<file path="src/design/pfc_pkg.sv">
`default_nettype none
// ----------------------------------------------------------------------------
// pfc_pkg
// Shared types and constants for the chunked Paeth filter.
// ----------------------------------------------------------------------------
package pfc_pkg;

  localparam int PIXEL_W         = 32;
  localparam int BYTE_W          = 8;
  localparam int PIXEL_BYTES     = PIXEL_W / BYTE_W;
  localparam int MAX_CHUNK_WIDTH_DEF = 1024;
  localparam int CHANNELS_DEF    = 4;

  // configuration register widths and reset values
  localparam int CFG_WIDTH_W     = 11;
  localparam int CFG_HEIGHT_W    = 13;
  localparam int HEIGHT_LIMIT    = 4096;
  localparam int ROW_W           = 12;
  localparam logic [CFG_WIDTH_W-1:0]  WIDTH_RST  = CFG_WIDTH_W'(64);
  localparam logic [CFG_HEIGHT_W-1:0] HEIGHT_RST = CFG_HEIGHT_W'(64);

  // APB register map
  localparam int APB_DATA_W      = 32;
  localparam int APB_ADDR_W      = 4;
  localparam logic [1:0] REG_WIDTH  = 2'd0;
  localparam logic [1:0] REG_HEIGHT = 2'd1;
  localparam logic [1:0] REG_DIR    = 2'd2;

  localparam logic DIR_FORWARD = 1'b0;
  localparam logic DIR_BACK    = 1'b1;

  typedef struct packed {
    logic [CFG_WIDTH_W-1:0]  width;
    logic [CFG_HEIGHT_W-1:0] height;
    logic                    dir;
  } cfg_t;

endpackage
`default_nettype wire

</file>
<file path="src/design/pfc_regs.sv">
`default_nettype none
// ----------------------------------------------------------------------------
// pfc_regs
// APB configuration registers: chunk width, chunk height, direction.
// ----------------------------------------------------------------------------
module pfc_regs
  import pfc_pkg::*;
(
  input  wire                   clk,
  input  wire                   rst,
  input  wire                   psel,
  input  wire                   penable,
  input  wire                   pwrite,
  input  wire [APB_ADDR_W-1:0]  paddr,
  input  wire [APB_DATA_W-1:0]  pwdata,
  output logic [APB_DATA_W-1:0] prdata,
  output logic                  pready,
  output cfg_t                  cfg
);

  logic       wr;
  logic [1:0] idx;

  assign pready = 1'b1;
  assign wr     = psel & penable & pwrite & pready;
  assign idx    = paddr[3:2];

  always_ff @(posedge clk) begin
    if (rst) begin
      cfg.width  <= WIDTH_RST;
      cfg.height <= HEIGHT_RST;
      cfg.dir    <= DIR_FORWARD;
    end else if (wr) begin
      case (idx)
        REG_WIDTH:  cfg.width  <= pwdata[CFG_WIDTH_W-1:0];
        REG_HEIGHT: cfg.height <= pwdata[CFG_HEIGHT_W-1:0];
        REG_DIR:    cfg.dir    <= pwdata[0];
        default: ;
      endcase
    end
  end

  always_comb begin
    case (idx)
      REG_WIDTH:  prdata = APB_DATA_W'(cfg.width);
      REG_HEIGHT: prdata = APB_DATA_W'(cfg.height);
      REG_DIR:    prdata = APB_DATA_W'(cfg.dir);
      default:    prdata = '0;
    endcase
  end

endmodule
`default_nettype wire

</file>
<file path="config.mk">
export PLATFORM = sky130hd
export DESIGN_NAME = pfc_regs
export DESIGN_NICKNAME = d
export VERILOG_FILES = /design/src/design/pfc_pkg.sv /design/src/design/pfc_regs.sv
export SDC_FILE = /design/constraint.sdc
export NUM_CORES = 1
export LEC_CHECK = 0
export BUFFER_PORTS_ARGS = -buffer_cell sky130_fd_sc_hd__buf_2
export CORE_AREA = 2 2 62 64
export DETAILED_ROUTE_END_ITERATION = 12
export DIE_AREA = 0 0 64 66
export PLACE_DENSITY = 0.87
export SYNTH_ARGS = -nofsm -noshare
export SYNTH_HDL_FRONTEND = slang
export SYNTH_SLANG_ARGS = --single-unit
</file>
<file path="constraint.sdc">
create_clock -name clk -period 1.22 [get_ports clk]
set_input_delay 0.122 -clock clk [delete_from_list [all_inputs] [get_ports clk]]
set_output_delay 0.122 -clock clk [all_outputs]
set_load 0.03 [all_outputs]
</file>
# Yosys cells after proc, flatten, opt, wreduce, memory -nomap -nowiden
# Cells that the tools add are included.
dict set report word_totals {
  ff_bits 25
  inputBits 41
  wordCells 12
}
dict set report classes {
  n_eq_ne 2
  n_mux 1
  bitwise 2
  n_reduce_logical 4
}
# operator n
set ops {}
lappend ops {{case mux 13 bit (3 select lines)} 1}
lappend ops {{AND reduction 2 bit} 3}
lappend ops {{bitwise AND 1 bit} 2}
lappend ops {{== test 2 x 1 -> 1 bit (second input constant)} 1}
lappend ops {{== test 2 bit (second input constant)} 1}
lappend ops {{logical NOT 2 bit} 1}

# Longest topological paths before layout
dict set report logic_depth {
  word_depth 3
  ltp_mapped 4
}

# Least setup slack after synthesis
# Ideal clock, no wire load.
dict set report synth_timing {
  path_type {register -> output}
  from {register cfg[1] (netlist name)}
  to {output port prdata[0]}
  t_arrival_ns 1.312
  t_required_ns 1.098
  setup_slack_ns -0.214
  path_stages_with_launch 3
  n_path_buf 0
  cell_sequence {dfxtp_1 -> mux2i_1 -> o21ai_0}
}
dict set report synth_via {
  elab_chain_len 1
}
# element line_no
set synth_lines {}
lappend synth_lines {{from (decl)} pfc_regs.sv:18} ;# output cfg_t cfg
lappend synth_lines {{case mux 13 bit (3 select lines)} pfc_regs.sv:44} ;# case (idx)
lappend synth_lines {{to (decl)} pfc_regs.sv:16} ;# output logic [APB_DATA_W-1:0] prdata,
# No other way between the ends.

# Final worst setup path
dict set report layout_timing {
  from {register cfg[18] (netlist name)}
  to {output port prdata[4]}
}
# Same word-level chain as after synthesis.

==> impl_metrics.ini <==
[run_status]
status = finished clean

[floorplan]
start_util_pct = 39.78
die_w_um = 64
row_count = 22
io_pins = 99
die-area_mm2 = 0.004224
die_h_um = 66
core_mm2 = 0.003551

[timing]
rsz0062_at_grt = yes
min_period_over_period_pct = 95.12
timing.final.max_slew_violations = 0
finalSetupViolations = 0
fin_ws_ps = 59.48
fin_crit_ps = 1161
hold_viol_final = 0
skew_ps = 0
timing.fmax_mhz = 861.7

[synthesis]
synth_edf_count = 0
synth_top_family_by_area = multiplexers
synth_area_mm2 = 0.001413
synthSimpleGateAreaFrac_pct = 24.27
ys.flop_type = dfxtp_1
muxShareOfSynthArea_pct = 25.51
avgSynthCellArea_um2 = 9.481
ys_ff_latch = 25
synthAdderAreaFrac_pct = 0
synth_cell_type_count = 17
synth_seq_area_share_pct = 35.43
synth_xor_area_share_pct = 0
synthCells = 149
async_flop_share_pct = 0
synth_compound_area_share_pct = 0.3543
synth_warnings = 0

[power]
p_seq_share_pct = 56.1
powerDensity_mw_per_mm2 = 834.6
power.total_uw = 1489
p_sw_share_pct = 29.65
p_leak_uw = 0.0009251
p_sw_uw = 441.4
p_comb_share_pct = 19.3
internal_power_uw = 1048
irDropWorstVdd_v = 0.0005833
p_clk_share_pct = 24.6

[drt]
firstDrtPassIters = 4
detail-route-antenna-nets = 0
drt_iter0_drc = 31
vias = 1098
route.detailed.drc = 0
drt-vias-per-instance = 4.272
wl_per_cell_um = 11.04
drt_wl_total_um = 2838

[worst_hold_path]
hp-class = input port to register

[cts]
cts_tree = built
postCtsHoldBufs = 0
clockBufferDepth = 2
clock-root-buffer = clkbuf_4
htree_levels = 1
insertion_delay_ps = 310
cts_buffers = 3
cts_sinks = 25
path_clk_slew_ps = 140

[global_route]
antenna_found_initial = 1
gr-total-overflow = 0
grt_max_degree = 21
grt_pass1_vias = 941
grt_pass1_wl_um = 4498
track_usage_pct = 13.60

[worst_setup_path]
cp.required_ps = 1100
arrival_ps = 1040
critPathCaptureType = output pin
crit_path_start_kind = register
criticalPathCategory = register to output pin
critPathMaxFanout = 3

[final_layout]
num_antenna_cells = 0
largest_register_ffs = 25
layout_commonest_cell = buf_2
stdcell_count = 257
nets = 251
mostFrequentLayoutCells = buf_2, mux2i_1, nand2b_1, conb_1, dfxtp_2
drive_gt1_share_pct = 43.54
top_regs = cfg x25
areaGrowthSynthToFinish_pct = 26.31
seq_area_um2 = 523.0
regMostFlops = cfg
fillCellCount = 347
multiInputGateArea_um2 = 783.3

[placement]
gp_congestion = 0.6659
placed_cells = 251
pre_cts_slack_ps = 142.0
dp_hpwl_um = 2158
numPortBuffers = 57

[run]
max-cap-violations = 0
[kinds of logic after synthesis]
group / count (synthesis)
other cells: 2
flops: 25
compound gates: 1
buf+inv: 28
simple gates: 57
mux: 36
[repair_timing]
item | 4_1_cts | 5_1_grt
setup endpoints to repair | 1 | 10
setup buffers | 0 | 2
gates resized for setup | 1 | 30
[power by group through the flow]
stage	registers [uW]	logic [uW]	clock network, uW
3_5_place_dp	853	285	0
3_3_place_gp	852	283	0
6_report	836	288	366
5_1_grt	838	311	427
4_1_cts	835	286	390
2_1_floorplan	873	231	0
[critical path: stages, from the launching register on]
cell and delay (ps):
dfxtp_1 380, mux2i_1 70, nor2_1 80, clkbuf_4 190
[synth_stat cells, types with 2 or more instances]
cell / n / area [um2]
mux2i_1: 36 / 360.4
nand2b_1: 35 / 219.0
dfxtp_1: 25 / 500.5
buf_4: 20 / 150.1
nor2_1: 13 / 48.80
clkbuf_1: 5 / 18.77
and2_1: 2 / 12.51
buf_6: 2 / 22.52
conb_1: 2 / 7.510
nor2b_1: 2 / 12.51
[stage by stage]
step | area [um2] | hold WS [ps] | setup TNS [ps] | util (%)
finish | 1784 | 46.46 | 0 | 50.25
global route | 1784 | 35.65 | -22.64 | 50.25
global placement | 1694 | 389.0 | 0 | 47.71
floorplan | 1480 | 277.3 | 0 | -
detailed placement | 1694 | 395.1 | 0 | 47.71
CTS | 1724 | 34.97 | 0 | 48.56
[area by class of cell]
cell class / instances / share of cell area [%]
clock inverters: 1 / 0.2805
repair buffers: 66 / 21.88
clock buffers: 3 / 1.262
flip-flops and latches: 25 / 29.31
multi-input cells: 114 / 43.90
well taps: 48 / 3.366
[metal layers]
metal | routed length (um) | global-route usage, % | part of all wire [%]
met5 | 16 | 0 | 0.56
met2 | 1340 | 22.53 | 47
met4 | 19 | 2.446 | 0.67
met3 | 178 | 4.429 | 6.3
met1 | 1283 | 17.36 | 45
[final timing paths]
| path | startpoint | endpoint | slack, ps | cells after the start |
|---|---|---|---|---|
| worst min-delay path | pwdata[11] | cfg[12] | 50 | 3 |
| worst max register to register | cfg[14] | cfg[14] | 530 | 3 |
| worst min register to register | cfg[5] | cfg[5] | 490 | 2 |
| worst max-delay path | cfg[18] | prdata[4] | 60 | 3 |
No activity file was read; power rests on OpenSTA's default activity.
