==> src/design/pfc_pkg.sv <==
`default_nettype none
// ----------------------------------------------------------------------------
// pfc_pkg
// Shared types and constants for the chunked Paeth filter.
// ----------------------------------------------------------------------------
package pfc_pkg;

  localparam int PIXEL_W         = 32;
  localparam int BYTE_W          = 8;
  localparam int PIXEL_BYTES     = PIXEL_W / BYTE_W;
  localparam int MAX_CHUNK_WIDTH_DEF = 1024;
  localparam int CHANNELS_DEF    = 4;

  // configuration register widths and reset values
  localparam int CFG_WIDTH_W     = 11;
  localparam int CFG_HEIGHT_W    = 13;
  localparam int HEIGHT_LIMIT    = 4096;
  localparam int ROW_W           = 12;
  localparam logic [CFG_WIDTH_W-1:0]  WIDTH_RST  = CFG_WIDTH_W'(64);
  localparam logic [CFG_HEIGHT_W-1:0] HEIGHT_RST = CFG_HEIGHT_W'(64);

  // APB register map
  localparam int APB_DATA_W      = 32;
  localparam int APB_ADDR_W      = 4;
  localparam logic [1:0] REG_WIDTH  = 2'd0;
  localparam logic [1:0] REG_HEIGHT = 2'd1;
  localparam logic [1:0] REG_DIR    = 2'd2;

  localparam logic DIR_FORWARD = 1'b0;
  localparam logic DIR_BACK    = 1'b1;

  typedef struct packed {
    logic [CFG_WIDTH_W-1:0]  width;
    logic [CFG_HEIGHT_W-1:0] height;
    logic                    dir;
  } cfg_t;

endpackage
`default_nettype wire

==> src/design/pfc_paeth.sv <==
`default_nettype none
// ----------------------------------------------------------------------------
// pfc_paeth
// Per-channel Paeth predictor with modulo-256 subtract or add.
// ----------------------------------------------------------------------------
module pfc_paeth
  import pfc_pkg::*;
#(
  parameter int CHANNELS = CHANNELS_DEF
) (
  input  wire [PIXEL_W-1:0]  pixel,
  input  wire [PIXEL_W-1:0]  left,
  input  wire [PIXEL_W-1:0]  up,
  input  wire [PIXEL_W-1:0]  upleft,
  input  wire                dir,
  input  wire                apply,
  output logic [PIXEL_W-1:0] result
);

  function automatic logic [BYTE_W-1:0] predict(
    input logic [BYTE_W-1:0] a,
    input logic [BYTE_W-1:0] b,
    input logic [BYTE_W-1:0] c
  );
    logic signed [BYTE_W+2:0] sa, sb, sc, da, db, dc, pa, pb, pc;
    logic [BYTE_W-1:0]        pr;
    sa = $signed({3'b000, a});
    sb = $signed({3'b000, b});
    sc = $signed({3'b000, c});
    // p - a = b - c, p - b = a - c, p - c = a + b - 2c
    da = sb - sc;
    db = sa - sc;
    dc = sa + sb - sc - sc;
    pa = (da < 0) ? -da : da;
    pb = (db < 0) ? -db : db;
    pc = (dc < 0) ? -dc : dc;
    if (pa <= pb && pa <= pc) begin
      pr = a;
    end else if (pb <= pc) begin
      pr = b;
    end else begin
      pr = c;
    end
    return pr;
  endfunction

  for (genvar ch = 0; ch < PIXEL_BYTES; ch++) begin : g_ch
    logic [BYTE_W-1:0] v, pr;
    assign v  = pixel[ch*BYTE_W +: BYTE_W];
    assign pr = predict(left[ch*BYTE_W +: BYTE_W], up[ch*BYTE_W +: BYTE_W],
                        upleft[ch*BYTE_W +: BYTE_W]);
    assign result[ch*BYTE_W +: BYTE_W] = (apply && ch < CHANNELS) ?
                                         ((dir == DIR_BACK) ? v + pr : v - pr) : v;
  end

endmodule
`default_nettype wire

==> config.mk <==
export PLATFORM = sky130hd
export DESIGN_NAME = pfc_paeth
export DESIGN_NICKNAME = d
export VERILOG_FILES = /design/src/design/pfc_pkg.sv /design/src/design/pfc_paeth.sv
export SDC_FILE = /design/constraint.sdc
export NUM_CORES = 1
export LEC_CHECK = 0
export BUFFER_PORTS_ARGS = -buffer_cell sky130_fd_sc_hd__clkbuf_2
export CAP_MARGIN = 5
export CORE_MARGIN = 3
export CORE_UTILIZATION = 40
export DETAILED_ROUTE_END_ITERATION = 8
export GPL_TIMING_DRIVEN = 0
export PLACE_DENSITY = 0.55
export SLEW_MARGIN = 25
export SYNTH_ARGS = -nofsm -noshare
export SYNTH_HDL_FRONTEND = slang
export SYNTH_SLANG_ARGS = --single-unit
==> constraint.sdc <==
create_clock -name vclk -period 13.3
set_input_delay 0.665 -clock vclk [all_inputs]
set_output_delay 0.665 -clock vclk [all_outputs]
set_load 0.02 [all_outputs]
## Word-level counts from Yosys, hierarchy flattened

Index checks and enable logic that the tools add are counted.

| storage, ports and cells | value |
|---|---|
| bits in registers | 0 |
| input port bits | 130 |
| output and inout port bits | 32 |
| word-level logic and storage cells | 96 |

| cells by class | value |
|---|---|
| add/sub/neg operators | 40 |
| order comparisons | 24 |
| muxes and demuxes | 28 |
| reduce and logical (&&, ||, !) cells | 4 |

Operators with widths:

| operator | count |
|---|---|
| less-or-equal comparator 11 bit | 12 |
| two-way mux 11 bit | 12 |
| two-way mux 8 bit | 16 |
| negator 9 -> 11 bit | 8 |
| less-than comparator 9 x 1 -> 1 bit, second input constant | 8 |
| subtractor 8 x 8 -> 9 bit | 8 |
| less-than comparator 11 x 1 -> 1 bit, second input constant | 4 |
| negator 11 bit | 4 |
| subtractor 10 x 9 -> 11 bit | 4 |
| subtractor 9 x 8 -> 10 bit | 4 |
| adder 8 x 8 -> 9 bit | 4 |
| adder 8 bit | 4 |
| subtractor 8 bit | 4 |
| logical AND 1 bit | 4 |

## Depth between registers and ports, before layout

| logic depth | value |
|---|---|
| depth after elaboration | 11 |
| depth in mapped cells | 39 |
| gate-level depth less buffers | 39 |

## Worst setup path after synthesis

No wires, ideal clock.

| path | value |
|---|---|
| path type | input to output |
| start | in left[17] |
| end | out result[23] |
| arrival | 7.753 ns |
| data required time | 12.635 ns |
| setup slack | 4.882 ns |
| cell stages on the path | 34 |
| buffers on the path | 2 |
| cell sequence | inv_1 -> fa_1 -> inv_1 -> fa_1 -> inv_1 -> fa_1 -> nor2b_1 -> o21ai_0 -> a21boi_0 -> o21ai_0 -> a21boi_0 -> nor2_1 -> or4_1 -> a21oi_1 -> nor2_1 -> a221oi_1 -> ha_1 -> a21o_1 -> a21o_1 -> a221o_1 -> o211a_1 -> or2_0 -> buf_4 -> clkbuf_1 -> mux2_2 -> a21oi_1 -> xnor2_1 -> ha_1 -> o2bb2ai_1 -> a31oi_1 -> a31oi_1 -> and2_0 -> mux2i_1 -> xnor2_1 |

| on the way | value |
|---|---|
| longest elaborated chain between the ends | 11 |
| elaborated cells on any way between the ends | 20 |
| classes of those cells | add/sub (8); order compare (5); mux (6); reduce/logical (1) |

RTL lines:

| element | RTL line | text |
|---|---|---|
| start: declaration | pfc_paeth.sv:12 | `input wire [PIXEL_W-1:0] left,` |
| adder 8 x 8 -> 9 bit | pfc_paeth.sv:33 | `dc = sa + sb - sc - sc;` |
| subtractor 9 x 8 -> 10 bit | pfc_paeth.sv:33 |  |
| subtractor 10 x 9 -> 11 bit | pfc_paeth.sv:33 |  |
| negator 11 bit or less-than comparator 11 x 1 -> 1 bit (tied branches) | pfc_paeth.sv:36 | `pc = (dc < 0) ? -dc : dc;` |
| two-way mux 11 bit | pfc_paeth.sv:36 |  |
| less-or-equal comparator 11 bit, on equally long branches | pfc_paeth.sv:39, pfc_paeth.sv:37 |  |
| two-way mux 8 bit or logical AND 1 bit (tied branches) | pfc_paeth.sv:39, pfc_paeth.sv:37 |  |
| two-way mux 8 bit * | pfc_paeth.sv:37 | `if (pa <= pb && pa <= pc) begin` |
| subtractor 8 bit or adder 8 bit (tied branches) | pfc_paeth.sv:53 | `((dir == DIR_BACK) ? v + pr : v - pr) : v;` |
| two-way mux 8 bit * | pfc_paeth.sv:53 |  |
| two-way mux 8 bit * | pfc_paeth.sv:52 | `assign result[ch*BYTE_W +: BYTE_W] = (apply && ch < CHANNELS) ?` |
| end: declaration | pfc_paeth.sv:17 | `output logic [PIXEL_W-1:0] result` |

Mark *: on every way between the ends. The rest lies on a longest branch, timed or not.

## Worst setup path after layout

| path | value |
|---|---|
| start | in left[25] |
| end | out result[31] |

The elaborated chain is that of the path after synthesis.

==> summary.txt <==
Vias - 13,794
Synth Area per Inst - 7.34 sq um
Routability cong. - 0.894
Sw Share - 0.580
Largest net degree at the start of global routing - 11
GRT Residual Overflow - 0
CP arrival - 9420 ps
Nets@finish - 2,614
CP max FO - 10
Period utilization - 0.759
CLK BUF - 0
Worst slew margin - 0.350
Mapped Area - 14,200 sq um
Setup TNS - 0 ps
Worst-Margin Slew - 976 ps
Port Buffers - 161
WP data required - 12,640 ps
First-pass GRT wire length - 69,400 um
Max capacitance violation total - 0
Layout area overhead - 10.7%
Routed wl met2 - 19,400 um
Starting Density - 0.409
Placed cells - 2,591
Crit-path slowest cell - a221oi_1
Commonest non-fill, non-tap cell in the layout - ha_1
DR pass1 iterations - 5
Number of global-route vias before repair - 13,495
Wire per inst - 16.5 um
Die height - 195 um
Final count of hold timing violations - 0
Max layer used - met4
Min-delay worst type - in -> out
Int Power - 1090 uW
Post-route DRC - 0
Placeable core area - 34,800 sq um
Crit Path Class - in -> out
Initial antenna violation count - 1
Post-DP HPWL - 38,500 um
IO Pins - 162
Hold buffer count at cts - 0
NetSw - 1510 uW
Fill count - 3,663
Sequential cell count - 0
DR iter-0 viols - 590
Min Tclk post-route - 10,090 ps
Multi-input logic area - 13,200 sq um
RSZ-0062 raised after global routing - no
Worst path max stage delay - 570 ps
Total number of yosys warnings - 0
Leakage power - 0.00816 uW
Startpoint Class - input port
Clock power frac - 0
Cell area power density - 165 nW/um^2
Post-CTS Setup Bufs - 0
Total track usage - 0.220
Cells after synthesis - 1,937
Reg power frac - 0
Status - completed
Slew Limit Fails - 0
Commonest non-fill, non-tap cells in the layout - 298 x ha_1, 279 x inv_1, 185 x xnor2_1
Die width - 195 um
Finished Layout Cells - 2,592
Layout cell share with drive strength beyond 1 - 0.101
Most frequent cell on the critical path - a221oi_1
Post-DRT Antenna Nets - 0
FF/Latch Area - 0 sq um
F_max - 99.1 MHz
Vias/cell - 5.32
Final setup violation count - 0
# rows - 68
Routed met1 length - 21,200 um
CTS resizes - 0
VDD IR-drop max - 0.123 mV
Combinational group share of total power - 1.000
CP endpoint kind - output pin
Met3 wire len - 1740 um
Sequential share of the synthesized area - 0
Post-Route WL - 42,700 um
Die Area - 37,900 sq um
Synth unique cells - 74
[synthesized netlist by cell type, drive strengths merged (6+ instances only)]
library cell / count / area, sq um
o21a: 12 / 90.1
nor2: 158 / 593
clkbuf: 17 / 73.8
a211oi: 14 / 135
a21oi: 153 / 766
a31oi: 16 / 100
mux2i: 24 / 240
or4: 13 / 97.6
nand2: 94 / 353
and3: 18 / 113
buf: 7 / 46.3
or2: 7 / 43.8
nand4: 25 / 171
a21o: 79 / 593
o21ai: 100 / 512
inv: 279 / 1050
a21boi: 14 / 105
xor2: 62 / 543
or3: 11 / 73.8
ha: 298 / 3730
fa: 48 / 961
nor2b: 47 / 294
nor3: 25 / 125
o211ai: 10 / 75.1
o31ai: 6 / 45.0
nor4: 9 / 56.3
nand3: 36 / 180
nor3b: 9 / 67.6
o21bai: 37 / 278
mux2: 30 / 338
xnor2: 185 / 1620
nand2b: 26 / 163
[final timing paths]
kind                       from          to  cells past startpoint
worst max-delay path   left[25]  result[31]                     32
worst min-delay path  pixel[23]  result[23]                      3
[kinds of logic (layout without fill, tap and decap cells)]
group,count (synthesis),count (layout),share of synthesized area
other cells,2,41,0.000528
xor+xnor,247,247,0.152
mux,54,54,0.0406
buf+inv,303,464,0.0821
fa+ha+maj,346,346,0.330
compound gates,489,489,0.220
simple gates,496,496,0.175
[power groups by stage]
| stage | combinational, uW | sequential (uW) | clock (uW) |
|---|---|---|---|
| final | 2600 | 0 | 0.0000101 |
| after detailed placement | 2570 | 0 | 0 |
| after global placement | 2510 | 0 | 0 |
| after floorplan | 1970 | 0 | 0 |
| after CTS | 2590 | 0 | 0 |
| after global routing | 2940 | 0 | 0.0000101 |
[worst max-delay path, delay by kind of cell]
family,cells,cell delay (ps)
AO/OA/AOI/OAI,12,3150
AND/OR/NAND/NOR,7,2110
adder cells (fa/ha/maj),5,1950
buffers and inverters,5,970
multiplexers,1,290
XOR/XNOR,2,270
[per-layer routing]
| layer | GRT usage | up-vias |
|---|---|---|
| met4 | 0.0170 | 0 |
| met5 | 0 | - |
| met1 | 0.318 | 6353 |
| met3 | 0.0120 | 20 |
| li1 | - | 7109 |
| met2 | 0.376 | 312 |
[per-stage QoR]
stage	instance area, sq um	worst slack, ps	total power [uW]	hold slack (ps)	util
2_1_floorplan	14400	4880	1970	1470	-
3_3_place_gp	15700	3470	2510	1620	0.452
3_5_place_dp	15700	3390	2570	1620	0.452
4_1_cts	15700	3340	2590	1630	0.452
5_1_grt	15700	2680	2940	1640	0.452
6_report	15700	3210	2600	1620	0.452
[layout make-up]
class	instances	area share
Tap cell	455	0.0362
Buffer	24	0.00763
Timing Repair Buffer	161	0.0512
Inverter	279	0.0665
Multi-Input combinational cell	1672	0.838
Antenna cell	1	0.000159
(Power assumes the default switching activity.)
